$ cat config.mk
export PLATFORM = sky130hd
export DESIGN_NAME = tep_queue
export DESIGN_NICKNAME = d
export VERILOG_FILES = /design/src/sv/texture_edge_padding_unit_defines.svh /design/src/sv/tep_pkg.sv /design/src/sv/tep_queue.sv
export SDC_FILE = /design/constraint.sdc
export NUM_CORES = 1
export LEC_CHECK = 0
export BUFFER_PORTS_ARGS = -buffer_cell sky130_fd_sc_hd__buf_2
export CORE_MARGIN = 2
export CORE_UTILIZATION = 52
export DETAILED_ROUTE_END_ITERATION = 8
export PLACE_DENSITY = 0.87
export SYNTH_ARGS = -nofsm -noshare
export SYNTH_HDL_FRONTEND = slang
export SYNTH_SLANG_ARGS = --single-unit
$ cat constraint.sdc
create_clock -name clk -period 5.52 [get_ports clk]
set_input_delay 1.104 -clock clk [delete_from_list [all_inputs] [get_ports clk]]
set_output_delay 1.104 -clock clk [all_outputs]
set_load 0.02 [all_outputs]
$ cat src/sv/texture_edge_padding_unit_defines.svh
// ---------------------------------------------------------------------------
// Texture edge padding: assertion macros
// Shared concurrent-assertion shorthands for the padding block.
// ---------------------------------------------------------------------------
`ifndef TEXTURE_EDGE_PADDING_UNIT_DEFINES_SVH
`define TEXTURE_EDGE_PADDING_UNIT_DEFINES_SVH

// cond must hold whenever trig holds
`define TEP_ASSERT_IMP(label, clk, rst, trig, cond, msg) \
  label: assert property (@(posedge clk) disable iff (rst) (trig) |-> (cond)) \
    else $error(msg);

// cond must never be seen
`define TEP_ASSERT_NEVER(label, clk, rst, cond, msg) \
  label: assert property (@(posedge clk) disable iff (rst) (cond) |-> 1'b0) \
    else $error(msg);

`endif

$ cat src/sv/tep_pkg.sv
// ---------------------------------------------------------------------------
// Texture edge padding package
// Sizes, register indexes and the job record passed front to back.
// ---------------------------------------------------------------------------
package tep_pkg;

  localparam int MAX_WIDTH   = 1024;
  localparam int MAX_RADIUS  = 16;
  localparam int MAX_HEIGHT  = 4096;
  localparam int STORE_DEPTH = (2 * MAX_RADIUS + 1) * MAX_WIDTH + MAX_RADIUS + 1;
  localparam int ADDR_W      = $clog2(STORE_DEPTH);
  localparam int ENTRY_W     = 33;
  localparam int OPAQUE_BIT  = 32;

  localparam int W_W        = 11;
  localparam int H_W        = 13;
  localparam int R_W        = 5;
  localparam int CH_W       = 3;
  localparam int CFG_DATA_W = 13;
  localparam int CFG_IDX_W  = 2;

  localparam int COL_W = $clog2(MAX_WIDTH);
  localparam int ROW_W = $clog2(MAX_HEIGHT);
  localparam int LAG_W = $clog2(MAX_RADIUS * MAX_WIDTH + MAX_RADIUS + 1);
  localparam int N_W   = $clog2(MAX_WIDTH * MAX_HEIGHT + MAX_RADIUS * MAX_WIDTH + MAX_RADIUS + 1);
  localparam int D_W   = $clog2(MAX_RADIUS + 1) + 1;
  localparam int D2_W  = $clog2(2 * MAX_RADIUS * MAX_RADIUS + 1);

  localparam int AUTO_SHIFT = 8;   // divide by 256
  localparam int AUTO_MAX   = 16;

  localparam logic [CFG_IDX_W-1:0] REG_WIDTH    = 2'd0;
  localparam logic [CFG_IDX_W-1:0] REG_HEIGHT   = 2'd1;
  localparam logic [CFG_IDX_W-1:0] REG_RADIUS   = 2'd2;
  localparam logic [CFG_IDX_W-1:0] REG_CHANNELS = 2'd3;

  typedef struct packed {
    logic [ROW_W-1:0]  row;
    logic [COL_W-1:0]  col;
    logic [ADDR_W-1:0] ctr;
    logic [W_W-1:0]    w;
    logic [H_W-1:0]    h;
    logic [R_W-1:0]    r;
    logic [CH_W-1:0]   ch;
    logic              frame_end;
  } tep_job_t;

endpackage

$ cat src/sv/tep_queue.sv
// ---------------------------------------------------------------------------
// Job queue
// Two-entry FIFO of search jobs between front and back.
// ---------------------------------------------------------------------------
module tep_queue (
  input  logic              clk,
  input  logic              rst,
  input  logic              push,
  input  tep_pkg::tep_job_t push_job,
  output logic              full,
  input  logic              pop,
  output tep_pkg::tep_job_t pop_job,
  output logic              empty
);
  import tep_pkg::*;

  tep_job_t   slots [2];
  logic       wp;
  logic       rp;
  logic [1:0] count;

  assign full    = (count == 2'd2);
  assign empty   = (count == 2'd0);
  assign pop_job = slots[rp];

  always_ff @(posedge clk) begin
    if (push) begin
      slots[wp] <= push_job;
    end
    if (rst) begin
      wp    <= 1'b0;
      rp    <= 1'b0;
      count <= 2'd0;
    end else begin
      if (push) wp <= ~wp;
      if (pop) rp <= ~rp;
      if (push && !pop) count <= count + 2'd1;
      else if (pop && !push) count <= count - 2'd1;
    end
  end
endmodule

==> impl_metrics.py <==
metrics = {
    "logic_synthesis": {
        "synth-edff-count": 142,
        "ys_top_cells_by_count": "142 x edfxtp_1, 71 x mux2_2, 7 x buf_6",
        "synth.area.mux_share": 0.149,
        "ys_seq_area_frac": 0.815,
        "synth_simple_gate_area_share": 0.00864,
        "synth_compound_area_frac": 0.00187,
        "synth_nets": 319,
        "synth-xor-area-share": 0.00654,
        "synth_area_leaders": "edfxtp_1 80%, mux2_2 15%, dfxtp_1 1.9%, buf_6 1.5%, nor2_1 0.35%",
        "netlist_area_um2": 5360,
        "synth_top_family_by_area": "multiplexers",
        "synth_area_per_cell_um2": 22.0,
        "async_flop_share": 0,
        "yosysTopAreaCellShare": 0.796,
        "synth_ff_type": "edfxtp_1",
        "ys_warn_count": 0,
        "synth.most_common_cell": "edfxtp_1",
        "synth_adder_area_share": 0.00234,
        "ys_ff_latch": 147,
        "syn_inst": 243,
        "yosysTopAreaCell": "edfxtp_1",
        "synth_cell_types": 16,
    },
    "critical_path": {
        "cpMaxStageDelayCell": "dfxtp_4",
        "slowest_delay_ns": 0.96,
        "reg2reg_depth": 2,
        "crit_chain": "mux2_2 -> buf_2",
        "critPathCaptureType": "output port",
        "cp_data_required_time_ns": 4.42,
        "cp_max_fo": 71,
        "crit_type": "reg -> out",
        "cp-start-kind": "register",
        "reg2reg_to": "slots[0][38]",
        "arrival_ns": 2.09,
        "r2r_slack_ns": 3.37,
        "r2r-start": "wp",
    },
    "floorplanning": {
        "die_h_um": 105,
        "die-area_um2": 11100,
        "core_um2": 10100,
        "core.rowCount": 37,
        "start_util": 0.528,
        "ios": 148,
        "die_x_um": 105,
    },
    "routing": {
        "drtPass1Iterations": 4,
        "wl_per_cell_um": 16.7,
        "via_per_inst": 4.94,
        "routed_wl_um": 9240,
        "drc": 0,
        "drt_iter0_drc": 154,
        "vias": 2726,
        "drtAntennaViolNets": 0,
    },
    "timing": {
        "tns_ns": 0,
        "maxSlewViolCount": 0,
        "finClkSkew_ns": 0.0110,
        "worstMarginPinSlew_ns": 1.01,
        "finalSetupViolCount": 0,
        "rsz0062_at_grt": "no",
        "hold_viol": 0,
        "fin_crit_sh": 0.578,
        "final.min_clock_period_ns": 3.19,
        "maxSlewHeadroom": 0.328,
        "clock.fmax_ghz": 0.313,
    },
    "global_route": {
        "grt_pass1_vias": 2840,
        "grt_usage": 0.168,
        "grt_max_degree": 72,
        "grt_pass1_wl_um": 13800,
        "antenna_found_initial": 1,
        "grt-ovfl-total": 0,
    },
    "final_layout": {
        "final_area_um2": 6780,
        "drive_gt1_frac": 0.614,
        "stdcell_count": 552,
        "postLayoutCoreUtil": 0.669,
        "area_delta_synth_final_pct": 26.6,
        "nNetsFinal": 478,
    },
    "hold_path": {
        "whs_endpoint": "count[1]",
        "min_from": "count[1]",
        "hp-class": "reg -> reg",
        "hold_depth": 2,
    },
    "placed_design": {
        "dp.cells": 519,
        "dp_hpwl_um": 5790,
        "gp_congestion": 0.675,
        "place_area_um2": 6200,
        "io_buffers": 147,
    },
    "outcome": {
        "status": "finished, final reports clean",
    },
    "cts": {
        "cts_max_level": 4,
        "cts_tree": "done",
        "hold_buffers": 0,
        "cts.sinks": 147,
        "root_buffer": "clkbuf_8",
        "clock_path_buffers": 2,
        "clk_latency_ns": 0.51,
        "cts_setup_buffers": 0,
        "clk_pin_slew_worst_paths_ns": 0.06,
        "cts_made_buffers": 17,
        "cts_resized": 0,
    },
    "power": {
        "power.total_uw": 2710,
        "power.leakage_uw": 0.00255,
        "p_per_area_nw_per_um2": 400,
        "irDropWorstVdd_uv": 282,
    },
    "job": {
        "drv_cap": 0,
    },
}
critical path, delay by kind of cell, from the launching register on:
kind,cells,cell delay [ns]
flops,1,0.96
mux,1,0.42
buf+inv,1,0.16
layer usage:
layer	vias up	routed length, µm	GRT usage
met2	97	4880	0.288
met1	1340	3700	0.191
met3	10	541	0.0662
met5	-	0	0
li1	1279	-	-
met4	0	123	0.0629
stage by stage:
stage / hold slack, ns / worst slack [ns]
after global placement: 0.478 / 2.50
after floorplan: 0.461 / 0.793
after global routing: 0.565 / 2.20
final: 0.527 / 2.33
after CTS: 0.531 / 2.26
after detailed placement: 0.517 / 2.44
cell type report:
class | count | area, µm²
fillers | 659 | 3360
clock inverters | 13 | 135
clock buffers | 19 | 442
inverters | 1 | 3.75
multi-input cells | 87 | 913
diodes | 1 | 2.50
repair buffers | 148 | 743
flip-flops and latches | 147 | 4370
well taps | 136 | 170
cells in the final DEF, fill, tap and decap left out, types with 2 or more instances in the layout:
cell type and n:
buf_2 147, edfxtp_1 142, mux2_2 71, clkbuf_16 16, nor2_1 5, clkinvlp_4 5
clkinv_2 4, dfxtp_1 4, clkbuf_8 3, xnor2_1 2, xor2_1 2, clkinv_4 2
bufinv_16 2
state kept, by name (all words and copies together) (netlist names), named ones only:
| signal | flops |
|---|---|
| slots | 142 |
| count | 2 |
| rp | 1 |
| wp | 1 |
worst max-delay path by stage:
stage / from / to / slack, ns / depth (start not counted)
final: register / pop_job[20] / 2.33 / 2
after global routing: register / pop_job[20] / 2.20 / 2
after CTS: register / pop_job[56] / 2.26 / 2
after detailed placement: push / slots[0][27] / 2.44 / 3
after global placement: push / slots[0][59] / 2.50 / 3
after floorplan: push / slots[0][0] / 0.79 / 1
cell families (layout without fill, tap and decap cells):
logic type	count (synthesis)	after routing
mux	71	71
buf+inv	9	181
other cells	0	1
simple gates	9	9
compound gates	2	2
fa+ha+maj	1	1
flops	147	147
xor+xnor	4	4
power by group:
part / internal [µW] / total, µW / switching [µW]
Clock: 663 / 1080 / 421
Sequential: 1300 / 1340 / 38.0
Combinational: 122 / 288 / 165
Note: power is estimated with default switching activity, not from simulation.
