## config.mk

```make
export PLATFORM = sky130hd
export DESIGN_NAME = tep_front_flat
export DESIGN_NICKNAME = d
export VERILOG_FILES = /design/src/sv/texture_edge_padding_unit_defines.svh /design/src/sv/tep_pkg.sv /design/src/sv/tep_pix_if.sv /design/src/sv/tep_front.sv /design/src/flat_wrapper.sv
export SDC_FILE = /design/constraint.sdc
export NUM_CORES = 1
export LEC_CHECK = 0
export ABC_AREA = 1
export BUFFER_PORTS_ARGS = -buffer_cell sky130_fd_sc_hd__buf_2
export CAP_MARGIN = 20
export CORE_AREA = 4 4 184 141
export CTS_CLUSTER_DIAMETER = 200
export DETAILED_ROUTE_END_ITERATION = 16
export DIE_AREA = 0 0 188 145
export PLACE_DENSITY = 0.78
export SLEW_MARGIN = 20
export SYNTH_ARGS = -nofsm -noshare
export SYNTH_HDL_FRONTEND = slang
export SYNTH_SLANG_ARGS = --single-unit
```

## constraint.sdc

```tcl
create_clock -name clk -period 8.5 [get_ports clk]
set_input_delay 0.425 -clock clk [delete_from_list [all_inputs] [get_ports clk]]
set_output_delay 0.425 -clock clk [all_outputs]
set_load 0.01 [all_outputs]
```

## src/sv/texture_edge_padding_unit_defines.svh

```systemverilog
// ---------------------------------------------------------------------------
// Texture edge padding: assertion macros
// Shared concurrent-assertion shorthands for the padding block.
// ---------------------------------------------------------------------------
`ifndef TEXTURE_EDGE_PADDING_UNIT_DEFINES_SVH
`define TEXTURE_EDGE_PADDING_UNIT_DEFINES_SVH

// cond must hold whenever trig holds
`define TEP_ASSERT_IMP(label, clk, rst, trig, cond, msg) \
  label: assert property (@(posedge clk) disable iff (rst) (trig) |-> (cond)) \
    else $error(msg);

// cond must never be seen
`define TEP_ASSERT_NEVER(label, clk, rst, cond, msg) \
  label: assert property (@(posedge clk) disable iff (rst) (cond) |-> 1'b0) \
    else $error(msg);

`endif

```

## src/sv/tep_pkg.sv

```systemverilog
// ---------------------------------------------------------------------------
// Texture edge padding package
// Sizes, register indexes and the job record passed front to back.
// ---------------------------------------------------------------------------
package tep_pkg;

  localparam int MAX_WIDTH   = 1024;
  localparam int MAX_RADIUS  = 16;
  localparam int MAX_HEIGHT  = 4096;
  localparam int STORE_DEPTH = (2 * MAX_RADIUS + 1) * MAX_WIDTH + MAX_RADIUS + 1;
  localparam int ADDR_W      = $clog2(STORE_DEPTH);
  localparam int ENTRY_W     = 33;
  localparam int OPAQUE_BIT  = 32;

  localparam int W_W        = 11;
  localparam int H_W        = 13;
  localparam int R_W        = 5;
  localparam int CH_W       = 3;
  localparam int CFG_DATA_W = 13;
  localparam int CFG_IDX_W  = 2;

  localparam int COL_W = $clog2(MAX_WIDTH);
  localparam int ROW_W = $clog2(MAX_HEIGHT);
  localparam int LAG_W = $clog2(MAX_RADIUS * MAX_WIDTH + MAX_RADIUS + 1);
  localparam int N_W   = $clog2(MAX_WIDTH * MAX_HEIGHT + MAX_RADIUS * MAX_WIDTH + MAX_RADIUS + 1);
  localparam int D_W   = $clog2(MAX_RADIUS + 1) + 1;
  localparam int D2_W  = $clog2(2 * MAX_RADIUS * MAX_RADIUS + 1);

  localparam int AUTO_SHIFT = 8;   // divide by 256
  localparam int AUTO_MAX   = 16;

  localparam logic [CFG_IDX_W-1:0] REG_WIDTH    = 2'd0;
  localparam logic [CFG_IDX_W-1:0] REG_HEIGHT   = 2'd1;
  localparam logic [CFG_IDX_W-1:0] REG_RADIUS   = 2'd2;
  localparam logic [CFG_IDX_W-1:0] REG_CHANNELS = 2'd3;

  typedef struct packed {
    logic [ROW_W-1:0]  row;
    logic [COL_W-1:0]  col;
    logic [ADDR_W-1:0] ctr;
    logic [W_W-1:0]    w;
    logic [H_W-1:0]    h;
    logic [R_W-1:0]    r;
    logic [CH_W-1:0]   ch;
    logic              frame_end;
  } tep_job_t;

endpackage

```

## src/sv/tep_pix_if.sv

```systemverilog
// ---------------------------------------------------------------------------
// Pixel channel
// Valid/ready channel carrying one input pixel.
// ---------------------------------------------------------------------------
interface tep_pix_if;
  logic       valid;
  logic       ready;
  logic [7:0] chan0;
  logic [7:0] chan1;
  logic [7:0] chan2;
  logic [7:0] chan3;
  logic [7:0] alpha;

  modport source (output valid, chan0, chan1, chan2, chan3, alpha, input ready);
  modport sink   (input valid, chan0, chan1, chan2, chan3, alpha, output ready);
endinterface

```

## src/sv/tep_front.sv

```systemverilog
// ---------------------------------------------------------------------------
// Padding front end
// Latches frame settings, writes pixels to the row store, issues jobs.
// ---------------------------------------------------------------------------
module tep_front (
  input  logic                           clk,
  input  logic                           rst,
  tep_pix_if.sink                        pixel,
  input  logic [tep_pkg::W_W-1:0]        image_width,
  input  logic [tep_pkg::H_W-1:0]        image_height,
  input  logic [tep_pkg::R_W-1:0]        pad_radius,
  input  logic [tep_pkg::CH_W-1:0]       channel_count,
  input  logic                           q_full,
  input  logic                           drained,
  output logic                           push,
  output tep_pkg::tep_job_t              job,
  output logic                           st_we,
  output logic [tep_pkg::ADDR_W-1:0]     st_addr,
  output logic [tep_pkg::ENTRY_W-1:0]    st_data
);
  import tep_pkg::*;

  function automatic logic [ADDR_W-1:0] ptr_inc(input logic [ADDR_W-1:0] p);
    ptr_inc = (p == ADDR_W'(STORE_DEPTH - 1)) ? '0 : p + 1'b1;
  endfunction

  logic              active;
  logic [W_W-1:0]    fw;
  logic [H_W-1:0]    fh;
  logic [R_W-1:0]    fr;
  logic [CH_W-1:0]   fch;
  logic [LAG_W-1:0]  flag;
  logic [N_W-1:0]    n;
  logic [H_W-1:0]    in_row;
  logic [COL_W-1:0]  in_col;
  logic [ROW_W-1:0]  out_row;
  logic [COL_W-1:0]  out_col;
  logic [ADDR_W-1:0] wr_ptr;
  logic [ADDR_W-1:0] out_ptr;

  logic [W_W-1:0]   w_eff;
  logic [H_W-1:0]   h_eff;
  logic [CH_W-1:0]  ch_eff;
  logic [H_W:0]     wh_sum;
  logic [H_W:0]     auto_r;
  logic [R_W-1:0]   r_auto;
  logic [R_W-1:0]   r_eff;
  logic [LAG_W:0]   lag_full;
  logic [W_W-1:0]   cur_w;
  logic [H_W-1:0]   cur_h;
  logic [R_W-1:0]   cur_r;
  logic [CH_W-1:0]  cur_ch;
  logic [LAG_W-1:0] cur_lag;
  logic             accept;
  logic             due;
  logic             fe;

  // frame settings as they would be latched now
  always_comb begin
    if (image_width == '0) w_eff = W_W'(1);
    else if (image_width > W_W'(MAX_WIDTH)) w_eff = W_W'(MAX_WIDTH);
    else w_eff = image_width;
    h_eff = (image_height == '0) ? H_W'(1) : image_height;
    if (channel_count == '0) ch_eff = CH_W'(1);
    else if (channel_count > CH_W'(4)) ch_eff = CH_W'(4);
    else ch_eff = channel_count;
    wh_sum = (H_W+1)'(w_eff) + (H_W+1)'(h_eff);
    auto_r = wh_sum >> AUTO_SHIFT;
    if (auto_r == '0) r_auto = R_W'(1);
    else if (auto_r > (H_W+1)'(AUTO_MAX)) r_auto = R_W'(AUTO_MAX);
    else r_auto = R_W'(auto_r);
    r_eff = (pad_radius == '0) ? r_auto : pad_radius;
    if (r_eff > R_W'(MAX_RADIUS)) r_eff = R_W'(MAX_RADIUS);
    lag_full = (LAG_W+1)'(r_eff) * (LAG_W+1)'(w_eff) + (LAG_W+1)'(r_eff);
  end

  assign cur_w   = active ? fw  : w_eff;
  assign cur_h   = active ? fh  : h_eff;
  assign cur_r   = active ? fr  : r_eff;
  assign cur_ch  = active ? fch : ch_eff;
  assign cur_lag = active ? flag : LAG_W'(lag_full);

  // a new frame waits until the back end has finished the previous one
  assign pixel.ready = !q_full && (active || drained);
  assign accept = pixel.valid && pixel.ready;
  assign due    = (n >= N_W'(cur_lag));
  assign fe     = (out_row == ROW_W'(cur_h - 1'b1)) && (out_col == COL_W'(cur_w - 1'b1));

  assign st_we   = accept && (in_row < cur_h);
  assign st_addr = wr_ptr;
  assign st_data = {pixel.alpha != 8'd0, pixel.chan3, pixel.chan2, pixel.chan1, pixel.chan0};

  assign push          = accept && due;
  assign job.row       = out_row;
  assign job.col       = out_col;
  assign job.ctr       = out_ptr;
  assign job.w         = cur_w;
  assign job.h         = cur_h;
  assign job.r         = cur_r;
  assign job.ch        = cur_ch;
  assign job.frame_end = fe;

  always_ff @(posedge clk) begin
    if (rst) begin
      active  <= 1'b0;
      fw      <= '0;
      fh      <= '0;
      fr      <= '0;
      fch     <= '0;
      flag    <= '0;
      n       <= '0;
      in_row  <= '0;
      in_col  <= '0;
      out_row <= '0;
      out_col <= '0;
      wr_ptr  <= '0;
      out_ptr <= '0;
    end else if (accept) begin
      wr_ptr <= ptr_inc(wr_ptr);
      if (!active) begin
        fw      <= w_eff;
        fh      <= h_eff;
        fr      <= r_eff;
        fch     <= ch_eff;
        flag    <= LAG_W'(lag_full);
        out_ptr <= wr_ptr;
      end
      if (due && fe) begin
        active  <= 1'b0;
        n       <= '0;
        in_row  <= '0;
        in_col  <= '0;
        out_row <= '0;
        out_col <= '0;
      end else begin
        active <= 1'b1;
        n      <= n + 1'b1;
        if (W_W'(in_col) + W_W'(1) >= cur_w) begin
          in_col <= '0;
          in_row <= in_row + 1'b1;
        end else begin
          in_col <= in_col + 1'b1;
        end
        if (due) begin
          out_ptr <= ptr_inc(out_ptr);
          if (W_W'(out_col) + W_W'(1) >= cur_w) begin
            out_col <= '0;
            out_row <= out_row + 1'b1;
          end else begin
            out_col <= out_col + 1'b1;
          end
        end
      end
    end
  end
endmodule

```

## src/flat_wrapper.sv

```systemverilog
// flat-port wrapper written by rule: the top's interface ports become plain ports
module tep_front_flat import tep_pkg::*;
  (clk, rst, image_width, image_height, pad_radius, channel_count, q_full, drained, push, job, st_we, st_addr, st_data, pixel_valid, pixel_chan0, pixel_chan1, pixel_chan2, pixel_chan3, pixel_alpha, pixel_ready);
  tep_pix_if pixel_i ();
  input  logic clk;
  input  logic rst;
  input  logic [tep_pkg::W_W-1:0] image_width;
  input  logic [tep_pkg::H_W-1:0] image_height;
  input  logic [tep_pkg::R_W-1:0] pad_radius;
  input  logic [tep_pkg::CH_W-1:0] channel_count;
  input  logic q_full;
  input  logic drained;
  output logic push;
  output tep_pkg::tep_job_t job;
  output logic st_we;
  output logic [tep_pkg::ADDR_W-1:0] st_addr;
  output logic [tep_pkg::ENTRY_W-1:0] st_data;
  input wire logic [$bits(pixel_i.valid)-1:0] pixel_valid;
  input wire logic [$bits(pixel_i.chan0)-1:0] pixel_chan0;
  input wire logic [$bits(pixel_i.chan1)-1:0] pixel_chan1;
  input wire logic [$bits(pixel_i.chan2)-1:0] pixel_chan2;
  input wire logic [$bits(pixel_i.chan3)-1:0] pixel_chan3;
  input wire logic [$bits(pixel_i.alpha)-1:0] pixel_alpha;
  output wire logic [$bits(pixel_i.ready)-1:0] pixel_ready;
  assign pixel_i.valid = pixel_valid;
  assign pixel_i.chan0 = pixel_chan0;
  assign pixel_i.chan1 = pixel_chan1;
  assign pixel_i.chan2 = pixel_chan2;
  assign pixel_i.chan3 = pixel_chan3;
  assign pixel_i.alpha = pixel_alpha;
  assign pixel_ready = pixel_i.ready;
  tep_front u_core (.clk(clk), .rst(rst), .pixel(pixel_i), .image_width(image_width), .image_height(image_height), .pad_radius(pad_radius), .channel_count(channel_count), .q_full(q_full), .drained(drained), .push(push), .job(job), .st_we(st_we), .st_addr(st_addr), .st_data(st_data));
endmodule
```

==> Implementation_results.wiki <==
{| class="wikitable"
! Metric !! Value
|-
| Post-synthesis instance area || approximately 13000 sq um
|-
| Number of antenna cells inserted || 0
|-
| Largest net degree at the start of global routing || approximately 120
|-
| Minimum period implied by the final worst setup slack || 7.95 ns
|-
| Biggest area contributors in the synthesized netlist || sky130_fd_sc_hd__dfxtp_1, sky130_fd_sc_hd__nand2_1, sky130_fd_sc_hd__ha_1, sky130_fd_sc_hd__inv_1, sky130_fd_sc_hd__a21oi_1
|-
| Slowest cell on crit path || sky130_fd_sc_hd__fa_1
|-
| Starting utilization of the core area || a little over half
|-
| Clock sink total || roughly 150
|-
| Max_cap viols || 0
|-
| Number of vias in the routed layout || 13181
|-
| Largest family of logic cells by synthesized area || simple AND/OR/NAND/NOR gates
|-
| Number of instances in the synthesized netlist || 1965
|-
| Critical path type || primary input to primary output
|-
| Placement Cell Area || 13700 sq um
|-
| Outcome || complete, no violations
|-
| Routed Antenna Nets || 0
|-
| Final net count || ~2200
|-
| Root buffer cell || sky130_fd_sc_hd__clkbuf_16
|-
| Overall routing resource usage || around 28%
|-
| Total I/O pin count || 200
|-
| Largest voltage drop on the vdd net || 0.000193 V
|-
| CTS buffer count || 17
|-
| Leakage Power || between 0.006 and 0.007 uW
|-
| Slowest Stage Delay on Critical Path || 0.54 ns
|-
| Die width || ~190 um
|-
| Period utilisation layout || just over 90%
|-
| Syn Area/Cell || around 6.7 sq um
|-
| Synthesized-area fraction occupied by and/or/nand/nor cells || between 30% and 40%
|-
| Violation count after the first detailed-route iteration || approximately 1300
|-
| Max-slew headroom at the worst pin || around two fifths
|-
| Post-route design area || approximately 15000 sq um
|-
| Type of origin of the critical path || primary input
|-
| Asr flop ratio synth || 0%
|-
| Slew at the pin closest to its max-slew limit || approximately 0.88 ns
|-
| Total wire length after detailed routing || roughly 39 mm
|-
| Post-synthesis sequential area ratio || between 20% and 30%
|-
| Final setup violating endpoints || 0
|-
| WL/cell || about 16 um
|-
| Floorplan die area || 27300 sq um
|-
| IO Port Bufs || 135
|-
| Gp weighted congestion || 0.971
|-
| Critical Path Fanout Max || 8
|-
| Detailed placer's ending HPWL || 28.8 mm
|-
| Post-synthesis xor/xnor area fraction || around 5.0%
|-
| Area of the core region || ~24000 sq um
|-
| Number of antenna violations at the first check in global routing || 1
|-
| Vias per inst || around 5.5
|-
| Max-slew violation count || 0
|-
| CP Capture Type || primary output
|-
| Worst clock skew || 0.0249 ns
|-
| Synth area leader || sky130_fd_sc_hd__dfxtp_1
|-
| Leftover overflow at the end of global routing || 0
|-
| Synth Flop Type || sky130_fd_sc_hd__dfxtp_1
|-
| Fmax achieved || approximately 0.13 GHz
|-
| Compound-cell area share of the yosys netlist || between 10% and 20%
|-
| Hold Crit Class || primary input to flip-flop
|-
| Depth of the CTS H-tree || 4
|-
| Buffers from clock root to sink, at most || 2
|-
| Top cell type's share of synthesized area || a little under a quarter
|-
| Clock slew seen by the registers of the worst setup and hold paths || around 0.07 ns
|-
| Net Count, Synth || roughly 2200
|-
| Via count of the first global-routing pass || ~12000
|-
| Adder and majority gate portion of the synthesized area || between 10% and 20%
|-
| Number of standard cells in the final layout excluding fillers || around 2400
|-
| Die span in y || approximately 150 um
|-
| Share of synthesized area spent on multiplexers || less than 1%
|-
| Drc violations || 0
|-
| TritonCTS clock tree || yes
|-
| Commonest non-fill, non-tap cell in the layout || sky130_fd_sc_hd__nand2_1
|-
| Count of different cell masters after synthesis || 60
|-
| Top cell by count, worst path || sky130_fd_sc_hd__nand2_1
|-
| Fraction of final layout cells with drive strength greater than 1 || between 15 and 20%
|-
| Utilization after layout || between 60% and 70%
|-
| Wire length of the first global-routing pass || 62.1 mm
|-
| Final hold viol count || 0
|-
| P&R area growth vs syn || 11.1%
|-
| Most frequent cells in the layout || sky130_fd_sc_hd__nand2_1, sky130_fd_sc_hd__inv_1, sky130_fd_sc_hd__nor2_1
|-
| Number of flops mapped to enable cells by yosys || 0
|-
| Num rows || 49
|-
| Synth warnings || 0
|-
| Data arrival time at the worst-slack endpoint || around 7.5 ns
|-
| Iteration count of the initial detailed-routing pass || 5
|-
| Count of placed standard cells including taps || about 2300
|-
| Power density relative to cell area || ~130 nW/um^2
|-
| WP data required || approximately 8 ns
|-
| Clock latency at the later pin of the worst-skew pair || between 0.4 and 0.5 ns
|-
| Flip-flop and latch count after synthesis || roughly 150
|-
| Setup_tns || 0 ns
|}
-- what timing repair did --
action	in CTS	in global routing
gates resized for setup	0	44
hold buffers	0	0
setup endpoints to repair	0	86
setup buffers	0	9
-- critical path: cells and delay by family --
| kind | cells | cell delay [ns] |
|---|---|---|
| and+or+nand+nor | 27 | 2.86 |
| buffers and inverters | 8 | 0.64 |
| AOI/OAI and AO/OA | 8 | 1.01 |
| xor gates and xnor gates | 1 | 0.13 |
| adders and majority gates | 6 | 2.44 |
-- registers in the layout, summed over array words and instances (netlist names) --
| name | flops |
|---|---|
| u_core.fh | 13 |
| u_core.fr | 5 |
| u_core.active | 1 |
| u_core.out_col | 10 |
| u_core.flag | 15 |
| u_core.out_ptr | 16 |
| u_core.fw | 11 |
| u_core.st_addr | 16 |
| u_core.in_row | 13 |
| u_core.n | 23 |
| u_core.out_row | 12 |
| u_core.fch | 3 |
| u_core.in_col | 10 |
-- synthesized netlist by cell type (5+ instances only) --
master,n
sky130_fd_sc_hd__xor2_1,60
sky130_fd_sc_hd__ha_1,96
sky130_fd_sc_hd__xnor2_1,10
sky130_fd_sc_hd__inv_2,14
sky130_fd_sc_hd__o211ai_1,11
sky130_fd_sc_hd__buf_6,5
sky130_fd_sc_hd__o21a_1,9
sky130_fd_sc_hd__buf_1,7
sky130_fd_sc_hd__o21ai_0,91
sky130_fd_sc_hd__o21ai_4,5
sky130_fd_sc_hd__nand2_2,12
sky130_fd_sc_hd__nand2_1,389
sky130_fd_sc_hd__buf_4,40
sky130_fd_sc_hd__or2_2,5
sky130_fd_sc_hd__o21ai_2,11
sky130_fd_sc_hd__nor3_1,37
sky130_fd_sc_hd__clkbuf_1,49
sky130_fd_sc_hd__dfxtp_1,148
sky130_fd_sc_hd__nor3_2,5
sky130_fd_sc_hd__fa_1,31
sky130_fd_sc_hd__nor4_1,17
sky130_fd_sc_hd__nand3_1,153
sky130_fd_sc_hd__nor2_1,173
sky130_fd_sc_hd__nor2_2,8
sky130_fd_sc_hd__buf_2,10
sky130_fd_sc_hd__inv_1,284
sky130_fd_sc_hd__a21oi_1,154
sky130_fd_sc_hd__o21bai_1,7
sky130_fd_sc_hd__nand4_1,64
-- power by group --
part	internal, uW	switching (uW)	leakage, uW	total, uW
combinational	160	313	0.00552	473
sequential	710	13.2	0.00120	723
clock	408	350	0.000275	758
-- cell type report --
class	count	area, sq um
clock buffer	19	464
inverter	300	1130
timing repair buffer	169	943
tap	331	414
fill	2202	9440
clock inverter	13	111
multi-input combinational	1404	8500
sequential	148	2970
-- cell families (layout without fill, tap and decap cells) --
| group | Yosys count | in the layout |
|---|---|---|
| AO/OA/AOI/OAI | 311 | 311 |
| XOR/XNOR | 72 | 72 |
| adder cells (fa/ha/maj) | 127 | 127 |
| buffers and inverters | 413 | 501 |
| flip-flops | 148 | 148 |
| multiplexers | 4 | 4 |
| AND/OR/NAND/NOR | 890 | 890 |
-- metrics by stage --
step	total power [uW]	hold WS, ns	worst slack [ns]
6_report	1950	0.427	0.552
4_1_cts	1930	0.416	0.0256
3_3_place_gp	1180	0.435	0.169
2_1_floorplan	1070	0.424	0.813
5_1_grt	2050	0.443	-0.0808
3_5_place_dp	1180	0.444	-0.0680
-- metal layers --
layer,vias up,global-route usage (%),part of all wire [%]
li1,6517,-,-
met1,6051,39.9,45
met2,556,41.4,43
met3,57,7.20,9.6
met4,0,6.09,1.5
met5,-,0,0
-- final timing paths --
kind                    startpoint  slack (ns)                 end  depth (start not counted)
setup / recovery    image_width[6]        0.55                push                         50
setup reg to reg     u_core.active        3.92  u_core.st_addr[15]                         19
hold reg to reg      u_core.fch[0]        0.45       u_core.fch[0]                          2
hold / removal    channel_count[1]        0.43       u_core.fch[1]                          5
Note: power is estimated with default switching activity, not from simulation.
