==> src/sv/texture_edge_padding_unit_defines.svh <==
// ---------------------------------------------------------------------------
// Texture edge padding: assertion macros
// Shared concurrent-assertion shorthands for the padding block.
// ---------------------------------------------------------------------------
`ifndef TEXTURE_EDGE_PADDING_UNIT_DEFINES_SVH
`define TEXTURE_EDGE_PADDING_UNIT_DEFINES_SVH

// cond must hold whenever trig holds
`define TEP_ASSERT_IMP(label, clk, rst, trig, cond, msg) \
  label: assert property (@(posedge clk) disable iff (rst) (trig) |-> (cond)) \
    else $error(msg);

// cond must never be seen
`define TEP_ASSERT_NEVER(label, clk, rst, cond, msg) \
  label: assert property (@(posedge clk) disable iff (rst) (cond) |-> 1'b0) \
    else $error(msg);

`endif

==> src/sv/tep_pkg.sv <==
// ---------------------------------------------------------------------------
// Texture edge padding package
// Sizes, register indexes and the job record passed front to back.
// ---------------------------------------------------------------------------
package tep_pkg;

  localparam int MAX_WIDTH   = 1024;
  localparam int MAX_RADIUS  = 16;
  localparam int MAX_HEIGHT  = 4096;
  localparam int STORE_DEPTH = (2 * MAX_RADIUS + 1) * MAX_WIDTH + MAX_RADIUS + 1;
  localparam int ADDR_W      = $clog2(STORE_DEPTH);
  localparam int ENTRY_W     = 33;
  localparam int OPAQUE_BIT  = 32;

  localparam int W_W        = 11;
  localparam int H_W        = 13;
  localparam int R_W        = 5;
  localparam int CH_W       = 3;
  localparam int CFG_DATA_W = 13;
  localparam int CFG_IDX_W  = 2;

  localparam int COL_W = $clog2(MAX_WIDTH);
  localparam int ROW_W = $clog2(MAX_HEIGHT);
  localparam int LAG_W = $clog2(MAX_RADIUS * MAX_WIDTH + MAX_RADIUS + 1);
  localparam int N_W   = $clog2(MAX_WIDTH * MAX_HEIGHT + MAX_RADIUS * MAX_WIDTH + MAX_RADIUS + 1);
  localparam int D_W   = $clog2(MAX_RADIUS + 1) + 1;
  localparam int D2_W  = $clog2(2 * MAX_RADIUS * MAX_RADIUS + 1);

  localparam int AUTO_SHIFT = 8;   // divide by 256
  localparam int AUTO_MAX   = 16;

  localparam logic [CFG_IDX_W-1:0] REG_WIDTH    = 2'd0;
  localparam logic [CFG_IDX_W-1:0] REG_HEIGHT   = 2'd1;
  localparam logic [CFG_IDX_W-1:0] REG_RADIUS   = 2'd2;
  localparam logic [CFG_IDX_W-1:0] REG_CHANNELS = 2'd3;

  typedef struct packed {
    logic [ROW_W-1:0]  row;
    logic [COL_W-1:0]  col;
    logic [ADDR_W-1:0] ctr;
    logic [W_W-1:0]    w;
    logic [H_W-1:0]    h;
    logic [R_W-1:0]    r;
    logic [CH_W-1:0]   ch;
    logic              frame_end;
  } tep_job_t;

endpackage

==> src/sv/tep_res_if.sv <==
// ---------------------------------------------------------------------------
// Result channel
// Valid/ready channel carrying one result pixel.
// ---------------------------------------------------------------------------
interface tep_res_if;
  logic       valid;
  logic       ready;
  logic [7:0] out0;
  logic [7:0] out1;
  logic [7:0] out2;
  logic [7:0] out3;
  logic       was_padded;
  logic       frame_end;

  modport source (output valid, out0, out1, out2, out3, was_padded, frame_end,
                  input ready);
  modport sink   (input valid, out0, out1, out2, out3, was_padded, frame_end,
                  output ready);
endinterface

==> src/sv/tep_back.sv <==
// ---------------------------------------------------------------------------
// Padding back end
// Scans the kernel disc one position a cycle and builds the result.
// ---------------------------------------------------------------------------
module tep_back (
  input  logic                        clk,
  input  logic                        rst,
  input  logic                        q_empty,
  output logic                        pop,
  output logic                        idle,
  input  tep_pkg::tep_job_t           job_in,
  output logic [tep_pkg::ADDR_W-1:0]  rd_addr,
  input  logic [tep_pkg::ENTRY_W-1:0] rd_data,
  tep_res_if.source                   result
);
  import tep_pkg::*;

  localparam logic [2:0] S_IDLE  = 3'd0;
  localparam logic [2:0] S_SELF  = 3'd1;
  localparam logic [2:0] S_SCAN  = 3'd2;
  localparam logic [2:0] S_DRAIN = 3'd3;
  localparam logic [2:0] S_FIN   = 3'd4;

  localparam int OFF_W = ADDR_W + 1;
  localparam int RAW_W = ADDR_W + 2;
  localparam int KI_W  = ROW_W + 2;
  localparam int KJ_W  = COL_W + 2;

  logic [2:0]              state;
  tep_job_t                job;
  logic signed [D_W-1:0]   di;
  logic signed [D_W-1:0]   dj;
  logic signed [OFF_W-1:0] row_off;
  logic                    pend_valid;
  logic                    pend_self;
  logic [D2_W-1:0]         pend_d2;
  logic [ENTRY_W-1:0]      self_q;
  logic                    found;
  logic [D2_W-1:0]         best;
  logic [31:0]             found_color;
  logic                    res_valid;
  logic [31:0]             res_color;
  logic                    res_padded;
  logic                    res_fend;

  logic signed [D_W-1:0]     r_s;
  logic [OFF_W-1:0]          rw;
  logic [D2_W-1:0]           r_sq;
  logic signed [2*D_W-1:0]   di_sq;
  logic signed [2*D_W-1:0]   dj_sq;
  logic [D2_W-1:0]           d2;
  logic signed [KI_W-1:0]    ki;
  logic signed [KJ_W-1:0]    kj;
  logic                      pos_ok;
  logic signed [OFF_W-1:0]   off;
  logic signed [RAW_W-1:0]   raw;
  logic signed [RAW_W-1:0]   wrapped;
  logic                      take;
  logic                      repl;
  logic [31:0]               mix;

  assign r_s   = $signed(D_W'(job.r));
  assign rw    = OFF_W'(job.r) * OFF_W'(job.w);
  assign r_sq  = D2_W'(job.r) * D2_W'(job.r);
  assign di_sq = di * di;
  assign dj_sq = dj * dj;
  assign d2    = D2_W'(di_sq) + D2_W'(dj_sq);
  assign ki    = $signed({2'b00, job.row}) + KI_W'(di);
  assign kj    = $signed({2'b00, job.col}) + KJ_W'(dj);
  assign pos_ok = (ki >= 0) && (ki < $signed({1'b0, job.h})) &&
                  (kj >= 0) && (kj < $signed({1'b0, job.w})) &&
                  (d2 <= r_sq) && !((di == 0) && (dj == 0));

  // ring address of the candidate, wrapped once either way
  always_comb begin
    off = row_off + OFF_W'(dj);
    raw = $signed({2'b00, job.ctr}) + RAW_W'(off);
    if (raw < 0) wrapped = raw + RAW_W'(STORE_DEPTH);
    else if (raw >= RAW_W'(STORE_DEPTH)) wrapped = raw - RAW_W'(STORE_DEPTH);
    else wrapped = raw;
    rd_addr = (state == S_SCAN) ? ADDR_W'(wrapped) : job.ctr;
  end

  assign pop  = (state == S_IDLE) && !q_empty;
  assign idle = (state == S_IDLE);
  assign take = (state == S_FIN) && (!res_valid || result.ready);
  assign repl = found && !self_q[OPAQUE_BIT];

  always_comb begin
    for (int i = 0; i < 4; i++) begin
      mix[8*i +: 8] = (repl && (CH_W'(i) < job.ch)) ? found_color[8*i +: 8]
                                                     : self_q[8*i +: 8];
    end
  end

  assign result.valid      = res_valid;
  assign result.out0       = res_color[7:0];
  assign result.out1       = res_color[15:8];
  assign result.out2       = res_color[23:16];
  assign result.out3       = res_color[31:24];
  assign result.was_padded = res_padded;
  assign result.frame_end  = res_fend;

  always_ff @(posedge clk) begin
    if (pop) job <= job_in;
    if (take) begin
      res_color  <= mix;
      res_padded <= repl;
      res_fend   <= job.frame_end;
    end
    // consume read data issued last cycle
    if (pend_valid) begin
      if (pend_self) begin
        self_q <= rd_data;
      end else if (rd_data[OPAQUE_BIT] && (!found || pend_d2 < best)) begin
        found       <= 1'b1;
        best        <= pend_d2;
        found_color <= rd_data[31:0];
      end
    end
    if (state == S_SELF) begin
      found   <= 1'b0;
      di      <= -r_s;
      dj      <= -r_s;
      row_off <= -$signed(rw);
    end else if (state == S_SCAN) begin
      pend_d2 <= d2;
      if (dj == r_s) begin
        dj      <= -r_s;
        di      <= di + 1'b1;
        row_off <= row_off + $signed(OFF_W'(job.w));
      end else begin
        dj <= dj + 1'b1;
      end
    end

    if (rst) begin
      state      <= S_IDLE;
      pend_valid <= 1'b0;
      pend_self  <= 1'b0;
      res_valid  <= 1'b0;
    end else begin
      if (take) res_valid <= 1'b1;
      else if (result.ready) res_valid <= 1'b0;
      case (state)
        S_IDLE: begin
          pend_valid <= 1'b0;
          pend_self  <= 1'b0;
          if (pop) state <= S_SELF;
        end
        S_SELF: begin
          pend_valid <= 1'b1;
          pend_self  <= 1'b1;
          state      <= S_SCAN;
        end
        S_SCAN: begin
          pend_valid <= pos_ok;
          pend_self  <= 1'b0;
          if ((dj == r_s) && (di == r_s)) state <= S_DRAIN;
        end
        S_DRAIN: begin
          pend_valid <= 1'b0;
          pend_self  <= 1'b0;
          state      <= S_FIN;
        end
        S_FIN: begin
          pend_valid <= 1'b0;
          pend_self  <= 1'b0;
          if (take) state <= S_IDLE;
        end
        default: begin
          pend_valid <= 1'b0;
          pend_self  <= 1'b0;
          state      <= S_IDLE;
        end
      endcase
    end
  end
endmodule

==> src/flat_wrapper.sv <==
// flat-port wrapper written by rule: the top's interface ports become plain ports
module tep_back_flat import tep_pkg::*;
  (clk, rst, q_empty, pop, idle, job_in, rd_addr, rd_data, result_valid, result_out0, result_out1, result_out2, result_out3, result_was_padded, result_frame_end, result_ready);
  tep_res_if result_i ();
  input  logic clk;
  input  logic rst;
  input  logic q_empty;
  output logic pop;
  output logic idle;
  input  tep_pkg::tep_job_t job_in;
  output logic [tep_pkg::ADDR_W-1:0] rd_addr;
  input  logic [tep_pkg::ENTRY_W-1:0] rd_data;
  output wire logic [$bits(result_i.valid)-1:0] result_valid;
  output wire logic [$bits(result_i.out0)-1:0] result_out0;
  output wire logic [$bits(result_i.out1)-1:0] result_out1;
  output wire logic [$bits(result_i.out2)-1:0] result_out2;
  output wire logic [$bits(result_i.out3)-1:0] result_out3;
  output wire logic [$bits(result_i.was_padded)-1:0] result_was_padded;
  output wire logic [$bits(result_i.frame_end)-1:0] result_frame_end;
  input wire logic [$bits(result_i.ready)-1:0] result_ready;
  assign result_valid = result_i.valid;
  assign result_out0 = result_i.out0;
  assign result_out1 = result_i.out1;
  assign result_out2 = result_i.out2;
  assign result_out3 = result_i.out3;
  assign result_was_padded = result_i.was_padded;
  assign result_frame_end = result_i.frame_end;
  assign result_i.ready = result_ready;
  tep_back u_core (.clk(clk), .rst(rst), .q_empty(q_empty), .pop(pop), .idle(idle), .job_in(job_in), .rd_addr(rd_addr), .rd_data(rd_data), .result(result_i));
endmodule
==> config.mk <==
export PLATFORM = sky130hd
export DESIGN_NAME = tep_back_flat
export DESIGN_NICKNAME = d
export VERILOG_FILES = /design/src/sv/texture_edge_padding_unit_defines.svh /design/src/sv/tep_pkg.sv /design/src/sv/tep_res_if.sv /design/src/sv/tep_back.sv /design/src/flat_wrapper.sv
export SDC_FILE = /design/constraint.sdc
export NUM_CORES = 1
export LEC_CHECK = 0
export ABC_AREA = 1
export BUFFER_PORTS_ARGS = -buffer_cell sky130_fd_sc_hd__buf_2
export CAP_MARGIN = 15
export CORE_MARGIN = 3
export CORE_UTILIZATION = 48
export DETAILED_ROUTE_END_ITERATION = 16
export GPL_ROUTABILITY_DRIVEN = 0
export MAX_ROUTING_LAYER = met4
export PLACE_DENSITY = 0.7
export RECOVER_POWER = 50
export SLEW_MARGIN = 20
export SYNTH_ARGS = -nofsm -noshare
export SYNTH_HDL_FRONTEND = slang
export SYNTH_SLANG_ARGS = --single-unit
export TNS_END_PERCENT = 100
==> constraint.sdc <==
create_clock -name clk -period 9.5 [get_ports clk]
set_input_delay 0 -clock clk [delete_from_list [all_inputs] [get_ports clk]]
set_output_delay 0 -clock clk [all_outputs]
set_load 0.1 [all_outputs]
==> out/qor.csv, run 1 <==
metric,value,unit
outcome,"finished, violations left",
violations,"max-capacitance violations, max-slew violations",
worst_slew_margin_relative_to_its_limit,-29.84,%
setup_viol,0,
worst_hold_path_type,input port to register,
fraction_of_the_mapped_netlist_area_in_simple_logic_gates,16.68,%
placed_cell_area,18570,µm²
clock_skew,0.01664,ns
post_synth_xor_area_fraction,4.427,%
yosys_warnings,0,
worst_pin_slew,1.948,ns
core.rowCount,68,
clock_sinks,226,
cp-end-kind,register,
ctsLongestPathBuffers,3,
fin_setup_tns,0,ns
globalRouteOverflowTotal,0,
grt_first_pass_wirelength,65.95,mm
detail_route.iter0.violations,689,
cell_area_synth,17210,µm²
initial_utilization,49.23,%
synth_nets,2226,
arrival,7.96,ns
synth_edf_count,219,
cts_buffers,25,
chipWidth,195.4,µm
dominantRegCellSynth,edfxtp_1,
top_level_ports,161,
port-buffer-count,160,
clk_transition_reported_paths,0.06,ns
ctsHtreeMaxLevel,1,
area_growth_syn_to_layout,18.69,%
clock.fmax,0.1339,GHz
numPlacedInstances,2446,
drtPass1Iterations,5,
gr-usage-all-layers,21.45,%
routedWlPerCell,15.25,µm
detailroute.via_count,13480,
crit_type,register to register,
post_synth_fa_ha_maj_area_fraction,22.91,%
tritoncts,yes,
synth_cells,1849,
n_fill_cell,2994,
timing.final.ws_setup,2.033,ns
detail-route-antenna-nets,0,
rsz0062_at_grt,false,
muxShareOfSynthArea,2.217,%
postSynth.asyncResetShare,0,%
dieHeight,195.4,µm
number_of_distinct_library_cells_after_synthesis,52,
report.final.slew_viol_count,92,
synth_top_family_by_area,adder cells,
clock_insertion_delay_at_the_later_pin_of_the_skew_report,0.55,ns
detail_route.wirelength,39.65,mm
period_minus_slack,7.467,ns
finish.net_count,2502,
core-area,34970,µm²
ctsRootBufferMaster,clkbuf_16,
post-route-cell-area,20430,µm²
via_per_inst,5.185,
antenna_found_initial,0,
die_area,38170,µm²
fraction_of_the_mapped_netlist_area_in_compound_gates,7.457,%
synth_seq_area_share,39.02,%
timing.critical_path.required,9.99,ns
dp_worst_setup_slack,2.075,ns
synth.avg_cell_area,9.310,µm²
hold_violations,0,
critical_path_peak_fanout,27,
startpoint_type,register,
drive_gt1_share,10.40,%
post_layout_instance_count_excluding_filler_cells,2599,
grt_pass1_vias,13570,
share_of_the_clock_period_used_by_the_worst_path_after_layout,78.60,%
cts-resized-gates,0,
hpwl,29.93,mm
diodes,0,
ys_ff_latch,226,
max_cap_viol_count,3,
grt_max_degree,55,
drc_errors,0,
==> final timing paths <==
kind	end	startpoint	cells after the start	slack [ns]
min	u_core.job[0]	job_in[0]	2	0.16
max reg2reg	u_core.pend_valid	u_core.dj[5]	27	2.03
max	u_core.pend_valid	u_core.dj[5]	27	2.03
min reg2reg	u_core.result.frame_end	u_core.job[0]	0	0.46
==> cells by family after synthesis <==
logic type      Yosys count
buf+inv                 329
xor+xnor                 87
flops                   226
compound gates          228
mux                      34
fa+ha+maj               269
simple gates            676
==> synthesized netlist by cell type, types with 25 or more instances <==
cell type / number / area share (%)
a21oi_1: 103 / 3.0
edfxtp_1: 219 / 38
fa_1: 77 / 9.0
ha_1: 192 / 14
inv_1: 292 / 6.4
mux2_2: 33 / 2.2
nand2_1: 408 / 8.9
nand3_1: 92 / 2.7
nand4_1: 25 / 0.91
nor2_1: 93 / 2.0
o21ai_0: 65 / 1.9
xnor2_1: 29 / 1.5
xor2_1: 58 / 3.0
==> registers in the layout (all words and copies together) (netlist names), 3 cells and up <==
register / count
u_core.di: 6
u_core.row_off: 17
u_core.found_color: 32
u_core.state: 3
u_core.pend_d2: 10
u_core.res_color: 32
u_core.job: 71
u_core.dj: 6
u_core.best: 10
u_core.self_q: 33
==> cells in the final DEF, fill, tap and decap left out, types with 29 or more instances in the layout <==
cell type	Yosys	layout
o21ai_0	65	64
nand3_1	92	92
xnor2_1	29	29
edfxtp_1	219	219
fa_1	77	77
dlygate4sd3_1	0	107
xor2_1	58	58
clkbuf_1	23	71
inv_1	292	292
a21oi_1	103	102
nor2_1	93	92
buf_2	1	95
nand2_1	408	408
ha_1	192	192
mux2_2	33	33
==> metal layers <==
metal / vias up / part of all wire (%) / track usage, %
li1: 6705 / - / -
met1: 6349 / 47 / 29.36
met2: 356 / 46 / 34.51
met3: 67 / 5.4 / 2.950
met4: 0 / 2.1 / 4.515
met5: - / 0 / -
==> worst max-delay path: stages (launching register included) <==
cell	delay (ns)
edfxtp_1	1.05
clkinv_1	0.60
nor2_1	0.29
fa_1	0.19
inv_1	0.05
fa_1	0.52
inv_1	0.05
fa_1	0.52
inv_1	0.05
fa_1	0.53
inv_1	0.05
fa_1	0.57
fa_1	0.43
ha_1	0.24
fa_1	0.41
nand2_1	0.09
nand2_1	0.05
a21oi_1	0.15
xor2_1	0.18
xor2_1	0.19
xnor2_1	0.18
ha_1	0.28
a21o_1	0.15
o21ai_0	0.21
nand3_1	0.10
a21oi_1	0.13
nand4_1	0.09
nand2_1	0.06
==> area by class of cell <==
cell class / instances / area (µm²) / share of cell area, %
Inverter: 298 / 1119 / 5.475
Tap cell: 455 / 569.3 / 2.786
Clock buffer: 28 / 636.9 / 3.117
Sequential cell: 226 / 6716 / 32.87
Clock inverter: 18 / 250.2 / 1.225
Multi-Input combinational cell: 1294 / 9266 / 45.35
Timing Repair Buffer: 280 / 1874 / 9.173
==> stage by stage <==
step                hold WS (ns)  utilization, %
finish                    0.1632           58.43
global route              0.1557           58.43
CTS                       0.1296           58.72
detailed placement        0.1781           53.12
global placement          0.1768           53.12
floorplan                0.06907               -
==> timing repair <==
action	4_1_cts	5_1_grt
hold endpoints to repair	177	0
setup buffers	0	0
hold buffers	107	0
Power of run 1 is left out: the tool's default activity adds up to more than one toggle a clock period on the data nets, which glitch-free logic cannot reach.
==> run 2, diff against run 1 <==
ABC_AREA = 0   (was 1)
clock period = 7 ns   (was 9.5 ns; I/O delays follow)
==> out/qor.csv, run 2 <==
metric,value,unit
drive_gt1_share,13.90,%
setup_viol,0,
synth_top_family_by_area,adder cells,
yosys-top-cells-area,"edfxtp_1, ha_1, fa_1",
number_of_flip_flops_under_the_largest_register_name,71,
max_cap_viol_count,3,
synth_edf_count,219,
path_common_cell,fa_1,
seqPwrFrac,21.5,%
max_stage_delay,0.54,ns
die_area,37260,µm²
initial_utilization,49.33,%
violations,"max-capacitance violations, max-slew violations",
worst_slew_margin_relative_to_its_limit,-69.99,%
muxShareOfSynthArea,2.646,%
final_common_cell,edfxtp_1,
timing.critical_path.required,7.46,ns
rsz0062_at_grt,true,
finish.net_count,2229,
static-leakage-power,8.570,nW
ys_ff_latch,226,
largest-register,u_core.job,
core-area,34040,µm²
detail_route.iter0.violations,612,
share_clk_of_total_power,15.5,%
critical_path_peak_fanout,4,
worst_pin_slew,2.550,ns
crit_type,register to register,
vdd_ir_drop_max,0.4108,mV
yosys-top-cells-count,"edfxtp_1, ha_1, inv_1, nand2_1, nor2_1",
clock_insertion_delay_at_the_later_pin_of_the_skew_report,0.54,ns
routedWlPerCell,16.38,µm
ctsRootBufferMaster,clkbuf_16,
synth.avg_cell_area,10.86,µm²
drtPass1Iterations,5,
outcome,"finished, violations left",
yosysTopAreaCellShare,39.17,%
cp-end-kind,register,
power.share.switching,41.66,%
clock_skew,0.008549,ns
grt_pass1_vias,12290,
synth_most_common_cell,edfxtp_1,
dieHeight,193.0,µm
clock.fmax,0.1463,GHz
switchingPower,3.384,mW
grt_max_degree,50,
grt_first_pass_wirelength,60.60,mm
power.combinational.fraction,62.9,%
gr-usage-all-layers,20.81,%
number_of_distinct_library_cells_after_synthesis,76,
fraction_of_the_mapped_netlist_area_in_compound_gates,11.17,%
drc_errors,0,
layout_top_registers,"u_core.job x71, u_core.self_q x33",
period_minus_slack,6.836,ns
synth_cells,1546,
via_per_inst,5.286,
synth_nets,1923,
detail_route.wirelength,38.00,mm
ctsLongestPathBuffers,3,
timing.critical_path.slowest_stage_cell,fa_1,
dominantRegCellSynth,edfxtp_1,
port-buffer-count,160,
hpwl,27.96,mm
worst_hold_path_type,input port to register,
report.final.slew_viol_count,108,
clock_sinks,226,
hold_violations,0,
post_synth_xor_area_fraction,6.625,%
startpoint_type,register,
finalCoreUtilization,59.53,%
top_level_ports,161,
share_of_the_clock_period_used_by_the_worst_path_after_layout,97.66,%
ctsHtreeMaxLevel,1,
fin_setup_tns,0,ns
synth_top_cell_by_area,edfxtp_1,
globalRouteOverflowTotal,0,
cell_area_synth,16790,µm²
post_synth_fa_ha_maj_area_fraction,23.49,%
detailroute.via_count,12260,
final_cell_mix,"edfxtp_1, ha_1, inv_1",
cts_buffers,26,
chipWidth,193.0,µm
detail-route-antenna-nets,0,
postSynth.asyncResetShare,0,%
power_density,400.9,nW/µm²
tritoncts,yes,
yosys_warnings,0,
core.rowCount,67,
synth_seq_area_share,40.00,%
antenna_found_initial,1,
fraction_of_the_mapped_netlist_area_in_simple_logic_gates,11.42,%
clk_transition_reported_paths,0.06,ns
arrival,7.29,ns
intPower,4.739,mW
area_growth_syn_to_layout,20.67,%
## run 2: kinds of logic (layout without fill, tap and decap cells)
group	count (synthesis)	after routing
buffers and inverters	205	530
multiplexers	40	40
adder cells (fa/ha/maj)	269	269
AND/OR/NAND/NOR	395	395
AO/OA/AOI/OAI	284	284
XOR/XNOR	127	127
other	0	1
flip-flops	226	226
## run 2: final cells by class
class,count,area [µm²]
fill,2862,13770
clock buffer,35,694.4
sequential,226,6716
multi-input combinational,1115,9404
timing repair buffer,316,2156
antenna,1,2.502
tap,448,560.5
clock inverter,12,95.09
inverter,167,631.9
## run 2: metrics by stage
stage                     setup WS, ns  hold slack [ns]  cells  power [mW]  instance area, µm²
final                           0.1638           0.1601   2320       8.123               20260
after global routing           -0.1895           0.1477   2320       8.851               20260
after CTS                      0.03544           0.1333   2312       8.100               20250
after detailed placement       -0.1616           0.1781   2156       6.618               18360
after global placement          0.1137           0.1764   2156       6.444               18360
after floorplan                0.01614          0.06907   1546       5.435               16820
## run 2: power by group through the flow
stage / clock network (mW) / logic, mW / registers [mW]
floorplan: 0 / 3.66 / 1.77
global placement: 0 / 4.68 / 1.77
detailed placement: 0 / 4.85 / 1.77
CTS: 1.29 / 5.06 / 1.74
global route: 1.35 / 5.74 / 1.76
finish: 1.26 / 5.11 / 1.75
## run 2: path summary, 6_finish.rpt
check | slack [ns] | start | endpoint | depth (start not counted)
min | 0.16 | job_in[18] | u_core.job[18] | 2
max | 0.16 | u_core.dj[5] | u_core.pend_valid | 30
min reg2reg | 0.42 | u_core.job[0] | u_core.result.frame_end | 0
max reg2reg | 0.16 | u_core.dj[5] | u_core.pend_valid | 30
## run 2: worst max-delay path, delay by kind of cell (launching register included)
family	cells	cell delay, ns
XOR/XNOR	3	0.50
AO/OA/AOI/OAI	7	1.14
adder cells (fa/ha/maj)	9	3.76
buffers and inverters	6	0.38
AND/OR/NAND/NOR	5	0.44
flip-flops	1	0.51
## run 2: repair_timing
action / CTS / global route
pin swaps: 4 / 31
hold endpoints to repair: 148 / 0
hold buffers: 108 / 0
resized for setup: 6 / 24
setup buffers: 1 / 7
setup endpoints to repair: 1 / 15
## run 2: layer usage
| metal | vias up | GRT usage [%] | routed length, µm |
|---|---|---|---|
| li1 | 6059 | - | - |
| met1 | 5836 | 26.69 | 17040 |
| met2 | 316 | 35.03 | 17960 |
| met3 | 53 | 3.399 | 2338 |
| met4 | 0 | 4.618 | 667 |
| met5 | - | - | 0 |
(Power assumes the default switching activity.)
